### config.mk
export PLATFORM = sky130hd
export DESIGN_NAME = wallclock_synced_square_wave_watchdog
export DESIGN_NICKNAME = d
export VERILOG_FILES = /design/src/rtl/wssw_pkg.sv /design/src/rtl/wallclock_synced_square_wave_watchdog.sv /design/src/rtl/wssw_cfg.sv /design/src/rtl/wssw_event.sv
export VERILOG_INCLUDE_DIRS = /design/src /design/src/rtl
export SDC_FILE = /design/constraint.sdc
export NUM_CORES = 2
export LEC_CHECK = 0
export BUFFER_PORTS_ARGS = -buffer_cell sky130_fd_sc_hd__clkbuf_2
export CORE_MARGIN = 2
export CORE_UTILIZATION = 46
export DETAILED_ROUTE_END_ITERATION = 8
export GPL_ROUTABILITY_DRIVEN = 0
export PLACE_DENSITY = 0.66
export SYNTH_ARGS = -nofsm -noshare
export SYNTH_HDL_FRONTEND = slang
export SYNTH_SLANG_ARGS = --single-unit
### constraint.sdc
create_clock -name clk -period 11.5 [get_ports clk]
set_clock_uncertainty 0.2 [all_clocks]
set_input_delay 1.725 -clock clk [delete_from_list [all_inputs] [get_ports clk]]
set_output_delay 1.725 -clock clk [all_outputs]
set_load 0.1 [all_outputs]
### src/rtl/wallclock_synced_square_wave_watchdog_defines.svh
// ----------------------------------------------------------------------------
// wallclock synced square wave watchdog: assertion macros
// Shared assertion forms for the watchdog block; clocked on clk.
// ----------------------------------------------------------------------------
`ifndef WALLCLOCK_SYNCED_SQUARE_WAVE_WATCHDOG_DEFINES_SVH
`define WALLCLOCK_SYNCED_SQUARE_WAVE_WATCHDOG_DEFINES_SVH

// checked only outside reset
`define WSSW_ASSERT(lbl, prop, msg) \
	lbl: assert property (@(posedge clk) disable iff (!arst_n) prop) else $error(msg);

// checked on every edge, reset included
`define WSSW_ASSERT_NR(lbl, prop, msg) \
	lbl: assert property (@(posedge clk) prop) else $error(msg);

`endif

### src/rtl/wssw_pkg.sv
// ----------------------------------------------------------------------------
// wssw_pkg
// Types, event and action codes and fixed constants of the square wave watchdog.
// ----------------------------------------------------------------------------
`default_nettype none

package wssw_pkg;

	localparam int SEC_W    = 32;
	localparam int NSEC_W   = 30;
	localparam int PERIOD_W = 24;
	localparam int TOLP_W   = 7;
	localparam int HALF_W   = 23;
	localparam int Q100_W   = 17;
	localparam int TOL_W    = 24;
	localparam int DELAY_W  = 26;

	// event kinds
	localparam logic [1:0] FN_TOGGLE   = 2'd0;
	localparam logic [1:0] FN_WATCHDOG = 2'd1;
	localparam logic [1:0] FN_ENABLE   = 2'd2;
	localparam logic [1:0] FN_DISABLE  = 2'd3;

	// toggle timer actions
	localparam logic [1:0] TA_NONE  = 2'd0;
	localparam logic [1:0] TA_STOP  = 2'd1;
	localparam logic [1:0] TA_START = 2'd2;
	localparam logic [1:0] TA_FWD   = 2'd3;

	// watchdog actions
	localparam logic [1:0] WD_NONE   = 2'd0;
	localparam logic [1:0] WD_CANCEL = 2'd1;
	localparam logic [1:0] WD_ARM    = 2'd2;

	// register indexes
	localparam logic REG_PERIOD = 1'b0;
	localparam logic REG_TOL    = 1'b1;

	localparam logic [PERIOD_W-1:0] PERIOD_RST = 24'd1000000;
	localparam logic [TOLP_W-1:0]   TOLP_RST   = 7'd100;
	localparam logic [Q100_W-1:0]   Q100_RST   = 17'd5000;
	localparam logic [TOL_W-1:0]    TOL_RST    = 24'd500000;

	// x / 100 for x below 2^23 as (x * DIV100_MUL) >> DIV100_SHIFT
	localparam logic [23:0] DIV100_MUL   = 24'd10737419;
	localparam int          DIV100_SHIFT = 30;

	localparam logic [DELAY_W-1:0] DELAY_MAX = 26'h3FFFFFF;
	localparam logic [31:0]        NS_PER_SEC = 32'd1000000000;

	typedef struct packed {
		logic [HALF_W-1:0] half;
		logic [TOL_W-1:0]  tol;
	} cfg_t;

	typedef struct packed {
		logic               out_level;
		logic [31:0]        restarts;
		logic               violation;
		logic [1:0]         timer_action;
		logic [SEC_W-1:0]   start_sec;
		logic [NSEC_W-1:0]  start_nsec;
		logic [HALF_W-1:0]  step_ns;
		logic [1:0]         watchdog_action;
		logic [DELAY_W-1:0] watchdog_delay_ns;
	} res_t;

endpackage

`default_nettype wire

### src/rtl/wallclock_synced_square_wave_watchdog.sv
// ----------------------------------------------------------------------------
// wallclock synced square wave watchdog
// Takes wall-clock stamped events (toggle expiry, watchdog expiry, enable,
// disable) and returns one result per event: output level, restart count,
// violation flag and the actions for the toggle timer and the watchdog.
// Events are taken one per clock cycle while in_stall is low; each event passes
// an input register and a result register, so out_valid rises once the result
// register has been loaded from the input register. A result held by out_stall
// blocks a new transfer only once the input register is full.
// A write to the period or tolerance percent register is fully applied once
// the derived tolerance register has been updated from the new values.
// ----------------------------------------------------------------------------
`default_nettype none
`include "wallclock_synced_square_wave_watchdog_defines.svh"

module wallclock_synced_square_wave_watchdog import wssw_pkg::*; #(
	parameter int SLOT_NS = 10000000
) (
	input  wire logic               clk,
	input  wire logic               arst_n,
	// configuration
	input  wire logic               psel,
	input  wire logic               penable,
	input  wire logic               pwrite,
	input  wire logic [2:0]         paddr,
	input  wire logic [31:0]        pwdata,
	output logic      [31:0]        prdata,
	output logic                    pready,
	// events
	input  wire logic               in_valid,
	output logic                    in_stall,
	input  wire logic [1:0]         func,
	input  wire logic [SEC_W-1:0]   now_sec,
	input  wire logic [NSEC_W-1:0]  now_nsec,
	// results
	output logic                    out_valid,
	input  wire logic               out_stall,
	output logic                    out_level,
	output logic [31:0]             restarts,
	output logic                    violation,
	output logic [1:0]              timer_action,
	output logic [SEC_W-1:0]        start_sec,
	output logic [NSEC_W-1:0]       start_nsec,
	output logic [HALF_W-1:0]       step_ns,
	output logic [1:0]              watchdog_action,
	output logic [DELAY_W-1:0]      watchdog_delay_ns
);

	// now_nsec / SLOT_NS as a reciprocal multiply, exact over the 30-bit range
	localparam int          DIV_K = NSEC_W + $clog2(SLOT_NS);
	localparam int          MW    = DIV_K - $clog2(SLOT_NS) + 1;
	localparam int          PW    = NSEC_W + MW;
	localparam logic [63:0] DIV_M = ((64'd1 << DIV_K) + 64'(SLOT_NS) - 64'd1) / 64'(SLOT_NS);
	localparam int          QW    = $clog2(((1 << NSEC_W) - 1) / SLOT_NS + 1);

	cfg_t              cfg;
	res_t              ev_res;
	res_t              res_s2;
	logic              out_valid_s2;
	logic              valid_s1;
	logic [1:0]        func_s1;
	logic [SEC_W-1:0]  sec_s1;
	logic [NSEC_W-1:0] nsec_s1;
	logic [QW-1:0]     slotq_s1;
	logic [PW-1:0]     div_prod;
	logic              adv;
	logic              accept;
	logic              go;

	wssw_cfg u_cfg (
		.clk     (clk),
		.arst_n  (arst_n),
		.psel    (psel),
		.penable (penable),
		.pwrite  (pwrite),
		.paddr   (paddr),
		.pwdata  (pwdata),
		.prdata  (prdata),
		.pready  (pready),
		.cfg     (cfg)
	);

	assign div_prod = {MW'(0), now_nsec} * {NSEC_W'(0), DIV_M[MW-1:0]};

	// result register moves when empty or taken
	assign adv      = !out_valid_s2 || !out_stall;
	assign in_stall = valid_s1 && !adv;
	assign accept   = in_valid && !in_stall;
	assign go       = valid_s1 && adv;

	always_ff @(posedge clk or negedge arst_n) begin
		if (!arst_n) begin
			valid_s1     <= 1'b0;
			out_valid_s2 <= 1'b0;
		end else begin
			if (!in_stall) begin
				valid_s1 <= in_valid;
			end
			if (adv) begin
				out_valid_s2 <= valid_s1;
			end
		end
	end

	always_ff @(posedge clk) begin
		if (accept) begin
			func_s1  <= func;
			sec_s1   <= now_sec;
			nsec_s1  <= now_nsec;
			slotq_s1 <= div_prod[DIV_K +: QW];
		end
		if (go) begin
			res_s2 <= ev_res;
		end
	end

	wssw_event #(
		.SLOT_NS (SLOT_NS),
		.QW      (QW)
	) u_event (
		.clk    (clk),
		.arst_n (arst_n),
		.go     (go),
		.func   (func_s1),
		.sec    (sec_s1),
		.nsec   (nsec_s1),
		.slotq  (slotq_s1),
		.cfg    (cfg),
		.res    (ev_res)
	);

	assign out_valid         = out_valid_s2;
	assign out_level         = res_s2.out_level;
	assign restarts          = res_s2.restarts;
	assign violation         = res_s2.violation;
	assign timer_action      = res_s2.timer_action;
	assign start_sec         = res_s2.start_sec;
	assign start_nsec        = res_s2.start_nsec;
	assign step_ns           = res_s2.step_ns;
	assign watchdog_action   = res_s2.watchdog_action;
	assign watchdog_delay_ns = res_s2.watchdog_delay_ns;

	`WSSW_ASSERT(a_viol_stop, out_valid && violation |-> timer_action == TA_STOP && watchdog_action == WD_NONE, "violation must stop the timer only")
	`WSSW_ASSERT(a_start_arm, out_valid && timer_action == TA_START |-> watchdog_action == WD_ARM && step_ns == '0, "start without watchdog arm")
	`WSSW_ASSERT(a_stall_src, in_stall |-> out_valid && out_stall && valid_s1, "input stalled with free pipeline")
	`WSSW_ASSERT_NR(a_rst_out, !arst_n |=> !out_valid, "result valid after reset")

endmodule

`default_nettype wire

### src/rtl/wssw_cfg.sv
// ----------------------------------------------------------------------------
// wssw_cfg
// APB register file for period and tolerance, plus the derived tolerance in ns.
// ----------------------------------------------------------------------------
`default_nettype none

module wssw_cfg import wssw_pkg::*; (
	input  wire logic        clk,
	input  wire logic        arst_n,
	input  wire logic        psel,
	input  wire logic        penable,
	input  wire logic        pwrite,
	input  wire logic [2:0]  paddr,
	input  wire logic [31:0] pwdata,
	output logic      [31:0] prdata,
	output logic             pready,
	output cfg_t             cfg
);

	logic [PERIOD_W-1:0] period_q;
	logic [TOLP_W-1:0]   tolp_q;
	logic [Q100_W-1:0]   q100_q;
	logic [TOL_W-1:0]    tol_q;
	logic                wr;
	logic                idx;
	logic [46:0]         div_prod;

	assign wr     = psel & penable & pwrite;
	assign idx    = paddr[2];
	assign pready = 1'b1;

	// half period / 100, taken from the written value
	assign div_prod = {24'd0, pwdata[PERIOD_W-1:1]} * {23'd0, DIV100_MUL};

	always_ff @(posedge clk or negedge arst_n) begin
		if (!arst_n) begin
			period_q <= PERIOD_RST;
			tolp_q   <= TOLP_RST;
			q100_q   <= Q100_RST;
			tol_q    <= TOL_RST;
		end else begin
			if (wr && idx == REG_PERIOD) begin
				period_q <= pwdata[PERIOD_W-1:0];
				q100_q   <= div_prod[DIV100_SHIFT +: Q100_W];
			end
			if (wr && idx == REG_TOL) begin
				tolp_q <= pwdata[TOLP_W-1:0];
			end
			// registered from the stored q100_q and tolp_q, so it trails a write to either register
			tol_q <= {7'd0, q100_q} * {17'd0, tolp_q};
		end
	end

	always_comb begin
		case (idx)
			REG_PERIOD: prdata = {8'd0, period_q};
			REG_TOL:    prdata = {25'd0, tolp_q};
			default:    prdata = '0;
		endcase
	end

	assign cfg.half = period_q[PERIOD_W-1:1];
	assign cfg.tol  = tol_q;

endmodule

`default_nettype wire

### src/rtl/wssw_event.sv
// ----------------------------------------------------------------------------
// wssw_event
// Event state (running, level, restarts, last toggle time) and the result of
// one event: start alignment, toggle interval check and watchdog delays.
// ----------------------------------------------------------------------------
`default_nettype none

module wssw_event import wssw_pkg::*; #(
	parameter int SLOT_NS = 10000000,
	parameter int QW      = 7
) (
	input  wire logic              clk,
	input  wire logic              arst_n,
	input  wire logic              go,
	input  wire logic [1:0]        func,
	input  wire logic [SEC_W-1:0]  sec,
	input  wire logic [NSEC_W-1:0] nsec,
	input  wire logic [QW-1:0]     slotq,
	input  wire cfg_t              cfg,
	output res_t                   res
);

	localparam int SW    = QW + 1;
	localparam int SLOTS = 1000000000 / SLOT_NS;
	localparam logic [SW-1:0]     SLOTS_C = SW'(SLOTS);
	localparam logic [NSEC_W-1:0] SLOT_C  = NSEC_W'(SLOT_NS);
	localparam logic [31:0]       SLOT3_C = 32'(3 * SLOT_NS);

	logic              running_q;
	logic              level_q;
	logic [31:0]       restart_q;
	logic [SEC_W-1:0]  last_sec_q;
	logic [NSEC_W-1:0] last_nsec_q;
	logic              last_valid_q;

	logic              running_n;
	logic              level_n;
	logic [31:0]       restart_n;
	logic [SEC_W-1:0]  last_sec_n;
	logic [NSEC_W-1:0] last_nsec_n;
	logic              last_valid_n;

	// start alignment
	logic [SW-1:0]      slot_raw;
	logic               slot_wrap;
	logic [SW-1:0]      slot_fin;
	logic [NSEC_W-1:0]  start_ns;
	logic [SEC_W-1:0]   start_s;

	// delays
	logic [24:0]        check;
	logic [31:0]        sdel_sum;
	logic [DELAY_W-1:0] start_delay;
	logic [DELAY_W-1:0] fwd_delay;

	// interval check
	logic [SEC_W-1:0]   ds;
	logic signed [30:0] dn;
	logic signed [32:0] dn_x;
	logic signed [32:0] diff;
	logic               far;
	logic signed [33:0] hd;
	logic [33:0]        dev;
	logic               bad;

	assign slot_raw  = {1'b0, slotq} + SW'(2);
	assign slot_wrap = slot_raw >= SLOTS_C;
	assign slot_fin  = slot_wrap ? slot_raw - SLOTS_C : slot_raw;
	assign start_ns  = {(NSEC_W-SW)'(0), slot_fin} * SLOT_C;
	assign start_s   = sec + {31'd0, slot_wrap};

	assign check       = {2'd0, cfg.half} + {1'b0, cfg.tol};
	assign sdel_sum    = SLOT3_C + {7'd0, check};
	assign start_delay = (sdel_sum > {6'd0, DELAY_MAX}) ? DELAY_MAX : sdel_sum[DELAY_W-1:0];
	assign fwd_delay   = {1'b0, check};

	// only second differences of -1, 0 and +1 can land inside tolerance
	assign ds   = sec - last_sec_q;
	assign dn   = $signed({1'b0, nsec}) - $signed({1'b0, last_nsec_q});
	assign dn_x = {{2{dn[30]}}, dn};

	always_comb begin
		far  = 1'b0;
		diff = dn_x;
		if (ds == '0) begin
			diff = dn_x;
		end else if (ds == 32'd1) begin
			diff = dn_x + 33'sd1000000000;
		end else if (ds == '1) begin
			diff = dn_x - 33'sd1000000000;
		end else begin
			far = 1'b1;
		end
	end

	assign hd  = $signed({11'd0, cfg.half}) - $signed({diff[32], diff});
	assign dev = hd[33] ? 34'(-hd) : 34'(hd);
	assign bad = far || (dev > {10'd0, cfg.tol});

	always_comb begin
		running_n    = running_q;
		level_n      = level_q;
		restart_n    = restart_q;
		last_sec_n   = last_sec_q;
		last_nsec_n  = last_nsec_q;
		last_valid_n = last_valid_q;
		res          = '0;
		case (func)
			FN_ENABLE: begin
				running_n             = 1'b1;
				level_n               = 1'b0;
				last_valid_n          = 1'b0;
				res.timer_action      = TA_START;
				res.start_sec         = start_s;
				res.start_nsec        = start_ns;
				res.watchdog_action   = WD_ARM;
				res.watchdog_delay_ns = start_delay;
			end
			FN_DISABLE: begin
				running_n           = 1'b0;
				level_n             = 1'b0;
				res.timer_action    = TA_STOP;
				res.watchdog_action = WD_CANCEL;
			end
			FN_WATCHDOG: begin
				if (running_q) begin
					level_n               = 1'b0;
					restart_n             = restart_q + 32'd1;
					last_valid_n          = 1'b0;
					res.timer_action      = TA_START;
					res.start_sec         = start_s;
					res.start_nsec        = start_ns;
					res.watchdog_action   = WD_ARM;
					res.watchdog_delay_ns = start_delay;
				end
			end
			FN_TOGGLE: begin
				if (running_q) begin
					// first toggle after a start passes unchecked
					if (!last_valid_q || !bad) begin
						last_sec_n            = sec;
						last_nsec_n           = nsec;
						last_valid_n          = 1'b1;
						level_n               = ~level_q;
						res.timer_action      = TA_FWD;
						res.step_ns           = cfg.half;
						res.watchdog_action   = WD_ARM;
						res.watchdog_delay_ns = fwd_delay;
					end else begin
						res.violation    = 1'b1;
						res.timer_action = TA_STOP;
					end
				end
			end
			default: begin
			end
		endcase
		res.out_level = level_n;
		res.restarts  = restart_n;
	end

	always_ff @(posedge clk or negedge arst_n) begin
		if (!arst_n) begin
			running_q    <= 1'b0;
			level_q      <= 1'b0;
			restart_q    <= '0;
			last_sec_q   <= '0;
			last_nsec_q  <= '0;
			last_valid_q <= 1'b0;
		end else if (go) begin
			running_q    <= running_n;
			level_q      <= level_n;
			restart_q    <= restart_n;
			last_sec_q   <= last_sec_n;
			last_nsec_q  <= last_nsec_n;
			last_valid_q <= last_valid_n;
		end
	end

endmodule

`default_nettype wire

# Word-level counts from Yosys, hierarchy flattened
# Index checks and enable logic that the tools add are counted.
[totals] n_memories=0 rom_bits=0 register_bits=391 latchBits=0 in_bits=106 mem_bits_rw=0
[classes] div=0 n_lt_le_gt_ge=3 n_eq_ne=8 shifts=0 mul=4 muxes=32 bitwise=4 addsub=12 reduce_logical=24
[op_table] operator="$pmux 62 s2" count=1
[op_table] operator="$mux 33" count=3
[op_table] operator="$mux 28" count=3
[op_table] operator="$pmux 26 s3" count=1
[op_table] operator="$mux 32" count=2
[op_table] operator="$mux 64" count=1
[op_table] operator="$pmux 32 s2" count=1
[op_table] operator="$mul 30x31->61 const B" count=1
[op_table] operator="$mul 23x24->47 const B" count=1
[op_table] operator="$gt 34x24->1" count=1
[op_table] operator="$mux 34" count=1
[op_table] operator="$neg 34->34" count=1
[op_table] operator="$sub 24x33->34" count=1
[op_table] operator="$add 31x31->32 const B" count=1
[op_table] operator="$add 32x1->32" count=1
[op_table] operator="$add 32x1->32 const B" count=1
[op_table] operator="$eq 32x1->1 const B" count=1
[op_table] operator="$eq 32x32->1 const B" count=1
[op_table] operator="$gt 32x26->1 const B" count=1
[op_table] operator="$logic_not 32->1" count=1
[op_table] operator="$sub 31x31->32 const B" count=1
[op_table] operator="$sub 32x32->32" count=1
[op_table] operator="$sub 30x30->31" count=1
[op_table] operator="$add 25x25->26 const A" count=1
[op_table] operator="other kinds (29)" count=58

# Longest topological paths before layout
[depth] word_depth=15 mapped_depth=53 ltp_nobuf=48

# Cells and area by module
# From an unflattened synthesis, not the netlist that was laid out.
[hier_totals] cells_unflattened=5687 hier_area_um2=55888.6
[by_module_without_submodules] module="wallclock_synced_square_wave_watchdog" seq_area_each_um2=6656.4 area_each_um2=22606.7 cells_each=1787 instances=1
[by_module_without_submodules] module="wssw_event" seq_area_each_um2=2427.3 area_each_um2=17585.6 cells_each=2297 instances=1
[by_module_without_submodules] module="wssw_cfg" seq_area_each_um2=1829.3 area_each_um2=15696.3 cells_each=1603 instances=1

# Least setup slack after synthesis
# Ideal clock, no wire load.
[synth_timing] path_kind="register -> register" from="register sec_s1[5]" to="register u_event.last_nsec_q[25]" synth_period_minus_slack_ns=11.186 path_stages_with_launch=51 path_slack_ns=0.314 n_path_buf=5 arrival_time_ns=10.859 t_required_ns=11.172 cell_sequence="edfxtp_1 > ha_1 > buf_4 > or3_1 > o21a_2 > a21oi_2 > xor2_1 > or3_1 > or4_1 > or4_4 > or3_1 > buf_2 > buf_2 > o22ai_1 > xnor2_1 > ha_1 > and3_1 > nor3b_1 > [... 15 more ...] > nor2b_1 > o21ai_0 > o211ai_1 > a21oi_1 > o21ai_0 > a221oi_1 > o21ai_0 > a221o_1 > a21o_1 > a21oi_1 > o22ai_1 > a311oi_1 > nand3_1 > a32oi_1 > o311ai_4 > o21ai_4 > buf_6 > mux2_1"
[synth_via] elab_chain_len=13 elab_cells_between_ends=18 classes_between="3 x add/sub; 1 x order compare; 2 x eq/ne; 7 x mux; 5 x reduce/logical"
[synth_lines] item="start: declaration" line_no="wallclock_synced_square_wave_watchdog.sv:62" rtl="logic [SEC_W-1:0] sec_s1;"
[synth_lines] item="start signal: assignment" line_no="wallclock_synced_square_wave_watchdog.sv:108" rtl="sec_s1 <= now_sec;"
[synth_lines] item="$sub 32x32->32 (*)" line_no="wssw_event.sv:78" rtl="assign ds = sec - last_sec_q;"
[synth_lines] item="$eq 32x32->1" line_no="wssw_event.sv:89" rtl="end else if (ds == '1) begin"
[synth_lines] item="$mux 33" line_no="wssw_event.sv:89"
[synth_lines] item="$mux 33" line_no="wssw_event.sv:87" rtl="end else if (ds == 32'd1) begin"
[synth_lines] item="$mux 33" line_no="wssw_event.sv:85" rtl="if (ds == '0) begin"
[synth_lines] item="$sub 24x33->34" line_no="wssw_event.sv:96" rtl="assign hd = $signed({11'd0, cfg.half}) - $signed({diff[32], diff});"
[synth_lines] item="$neg 34->34" line_no="wssw_event.sv:97" rtl="assign dev = hd[33] ? 34'(-hd) : 34'(hd);"
[synth_lines] item="$mux 34" line_no="wssw_event.sv:97"
[synth_lines] item="$gt 34x24->1" line_no="wssw_event.sv:98" rtl="assign bad = far || (dev > {10'd0, cfg.tol});"
[synth_lines] item="$logic_or 1x1->1 (*)" line_no="wssw_event.sv:98"
[synth_lines] item="$logic_not 1->1 (*)" line_no="wssw_event.sv:140" rtl="if (!last_valid_q || !bad) begin"
[synth_lines] item="$logic_or 1x1->1 (*)" line_no="wssw_event.sv:140"
[synth_lines] item="$reduce_and 4->1 (no line) (*)"
[synth_lines] item="end signal: assignment" line_no="wssw_event.sv:175" rtl="last_nsec_q <= last_nsec_n;"
[synth_lines] item="end: declaration" line_no="wssw_event.sv:33" rtl="logic [NSEC_W-1:0] last_nsec_q;"
# Mark *: on every way between the ends. The rest lies on a longest branch, timed or not.
# A chain may end at the register's enable or synchronous reset.

# Worst setup path in the final report
[layout_timing] from="register sec_s1[4]" to="register u_event.last_sec_q[2]"
[layout_via] elab_chain_len=13 elab_cells_between_ends=18 classes_between="3 x add/sub; 1 x order compare; 2 x eq/ne; 7 x mux; 5 x reduce/logical"
[layout_lines] item="$sub 32x32->32 (*)" line_no="wssw_event.sv:78"
[layout_lines] item="$eq 32x32->1" line_no="wssw_event.sv:89"
[layout_lines] item="$mux 33" line_no="wssw_event.sv:89"
[layout_lines] item="$mux 33" line_no="wssw_event.sv:87"
[layout_lines] item="$mux 33" line_no="wssw_event.sv:85"
[layout_lines] item="$sub 24x33->34" line_no="wssw_event.sv:96"
[layout_lines] item="$neg 34->34" line_no="wssw_event.sv:97"
[layout_lines] item="$mux 34" line_no="wssw_event.sv:97"
[layout_lines] item="$gt 34x24->1" line_no="wssw_event.sv:98"
[layout_lines] item="$logic_or 1x1->1 (*)" line_no="wssw_event.sv:98"
[layout_lines] item="$logic_not 1->1 (*)" line_no="wssw_event.sv:140"
[layout_lines] item="$logic_or 1x1->1 (*)" line_no="wssw_event.sv:140"
[layout_lines] item="$reduce_and 4->1 (no line) (*)"
[layout_lines] item="end signal: assignment" line_no="wssw_event.sv:174" rtl="last_sec_q <= last_sec_n;"
[layout_lines] item="end: declaration" line_no="wssw_event.sv:32" rtl="logic [SEC_W-1:0] last_sec_q;"
# Marks and branches as above.

==> results.json <==
{
  "fin_util": 0.506,
  "wire_per_inst_um": 19.1,
  "fin_crit_ps": 10900,
  "synthDistinctLibCells": 110,
  "placementRows": 125,
  "path_max_fanout": 13,
  "synthArstFlopShare": 0.446,
  "diodes": 0,
  "fin_crit_sh": 0.947,
  "reg2regPathDepth": 50,
  "die_x_um": 345,
  "vias_per_cell": 5.36,
  "status": "complete, no violations",
  "mappedNetlistArea_um2": 53500,
  "worstHoldStart": "u_event.last_nsec_q[19]",
  "cts_buffers": 46,
  "reg2reg_from": "sec_s1[4]",
  "postRouteAntennaNets": 0,
  "fin_tns_setup_ps": 0,
  "worstMarginPinSlew_ps": 993,
  "max_freq_mhz": 91.8,
  "r2r_slack_ps": 600,
  "dr.first_iter.drc_count": 2194,
  "cts_max_path_buffers": 3,
  "grt_pass1_vias": 39600,
  "start_kind": "register",
  "via_count": 38200,
  "cpPeakStageDelay_ps": 550,
  "cpMaxStageDelayCell": "or4_4",
  "dp.final_hpwl_um": 114000,
  "yosysTopAreaCell": "fa_1",
  "clkSinkCount": 383,
  "synth-seq-area-share": 0.199,
  "synth.area.top_cells": "fa_1, ha_1, edfxtp_1",
  "syn_area_per_cell_um2": 10.2,
  "drv_cap": 0,
  "clkTransAtPathRegs_ps": 60,
  "dieArea_um2": 119000,
  "syn_inst": 5267,
  "ios": 290,
  "grt_overflow_total": 0,
  "clock_latency_ps": 610,
  "synth_edf_count": 212,
  "routed_wl_um": 136000,
  "synth-main-ff-cell": "edfxtp_1",
  "end_kind": "register",
  "start_util": 0.462,
  "slew_violations": 0,
  "io_buffers": 263,
  "nets": 7193,
  "r2r-end": "u_event.last_sec_q[2]",
  "cp.arrival_ps": 11150,
  "antenna_found_initial": 2,
  "pre_cts_slack_ps": 192,
  "worst_slack_ps": 604,
  "holdPathStages": 1,
  "cts_root_buf": "clkbuf_16",
  "hold_viol": 0,
  "cts_tree": "built",
  "crit_buf_inv": 5,
  "holdPathEnd": "u_event.last_nsec_q[19]",
  "grt_pass1_wl_um": 218000,
  "hold_path.class": "reg -> reg",
  "drive_gt1_frac": 0.112,
  "yosysWarnings": 0,
  "cts_hold_buffers": 0,
  "worst-setup-path-type": "reg -> reg",
  "dieHeight_um": 345,
  "post-route-drc-count": 0,
  "h-tree-depth": 2,
  "dr.pass1.iters": 6,
  "crit_required_ps": 11750,
  "grt_usage": 0.231,
  "core_um2": 116000,
  "crit_family": "compound AO/OA/AOI/OAI gates",
  "yosysTopAreaCellShare": 0.262,
  "relSlewSlack": 0.332,
  "crit_path_frequent_cell": "a21oi_1",
  "area_growth_pct": 9.54,
  "ys_ff_latch": 383,
  "setup_viol": 0,
  "holdWs_ps": 277,
  "synth_commonest_cells": "inv_1, ha_1, fa_1, nand2_1, nor2_1",
  "grt_max_degree": 106,
  "synth_most_common_cell": "inv_1"
}
[metrics by stage]
| step | instances | cell area (um^2) |
|---|---|---|
| 3_3_place_gp | 7031 | 56900 |
| 6_report | 7127 | 58600 |
| 5_1_grt | 7127 | 58600 |
| 2_1_floorplan | 5281 | 53600 |
| 4_1_cts | 7116 | 58400 |
| 3_5_place_dp | 7031 | 56900 |
[logic make-up after synthesis]
group                    share of synthesized area
flip-flops                                   0.199
buffers and inverters                       0.0895
AO/OA/AOI/OAI                               0.0952
AND/OR/NAND/NOR                             0.0921
multiplexers                                0.0183
XOR/XNOR                                    0.0514
adder cells (fa/ha/maj)                      0.454
other                                     0.000140
[worst max path at each step]
| stage | cells past startpoint | endpoint | startpoint |
|---|---|---|---|
| 2_1_floorplan | 50 | u_event.last_nsec_q[25] | sec_s1[5] |
| 3_3_place_gp | 50 | step_ns[1] | sec_s1[0] |
| 3_5_place_dp | 52 | step_ns[20] | sec_s1[0] |
| 6_report | 50 | u_event.last_sec_q[2] | sec_s1[4] |
| 4_1_cts | 52 | step_ns[20] | sec_s1[0] |
| 5_1_grt | 52 | u_event.last_sec_q[2] | sec_s1[0] |
[state kept, by name (all words and copies together) (netlist names), 17 cells and up]
name / cells
restarts: 32
sec_s1: 32
start_sec: 32
u_event.last_sec_q: 32
u_event.restart_q: 32
nsec_s1: 30
u_event.last_nsec_q: 30
watchdog_delay_ns: 26
u_cfg.period_q: 24
u_cfg.tol_q: 24
start_nsec: 23
step_ns: 23
u_cfg.q100_q: 17
[layout by cell type, fill, tap and decap left out, drive strengths merged, types with 37 or more instances in the layout]
cell type,n
inv,1120
ha,821
fa,700
clkbuf,324
nand2,303
nor2,230
edfxtp,212
a21oi,194
xnor2,193
dfrtp,149
o21ai,146
xor2,119
buf,91
mux2,75
nand3,67
a21o,63
and2,60
nand4,52
nor3,49
o21bai,48
o21a,37
[final cells by class]
type | instances | area [um^2]
clock buffers | 59 | 1250
repair buffers | 356 | 2120
fillers | 10500 | 57100
clock inverters | 26 | 263
well taps | 1524 | 1910
inverters | 1113 | 4180
multi-input cells | 3666 | 38200
flip-flops and latches | 383 | 10700
[layer usage]
layer | track usage | vias up | wire length, um
li1 | - | 17900 | -
met1 | 0.312 | 18900 | 59400
met2 | 0.382 | 1113 | 63900
met3 | 0.0325 | 238 | 8060
met4 | 0.0773 | 0 | 4970
met5 | 0 | - | 0
[timing repair]
item,in CTS,in global routing
buffers inserted,0,8
gates resized for setup,0,30
endpoints found under the setup margin,0,114
hold endpoints to repair,0,0
Power is left out: the tool's default activity adds up to more than one toggle a clock period on the data nets, which glitch-free logic cannot reach.
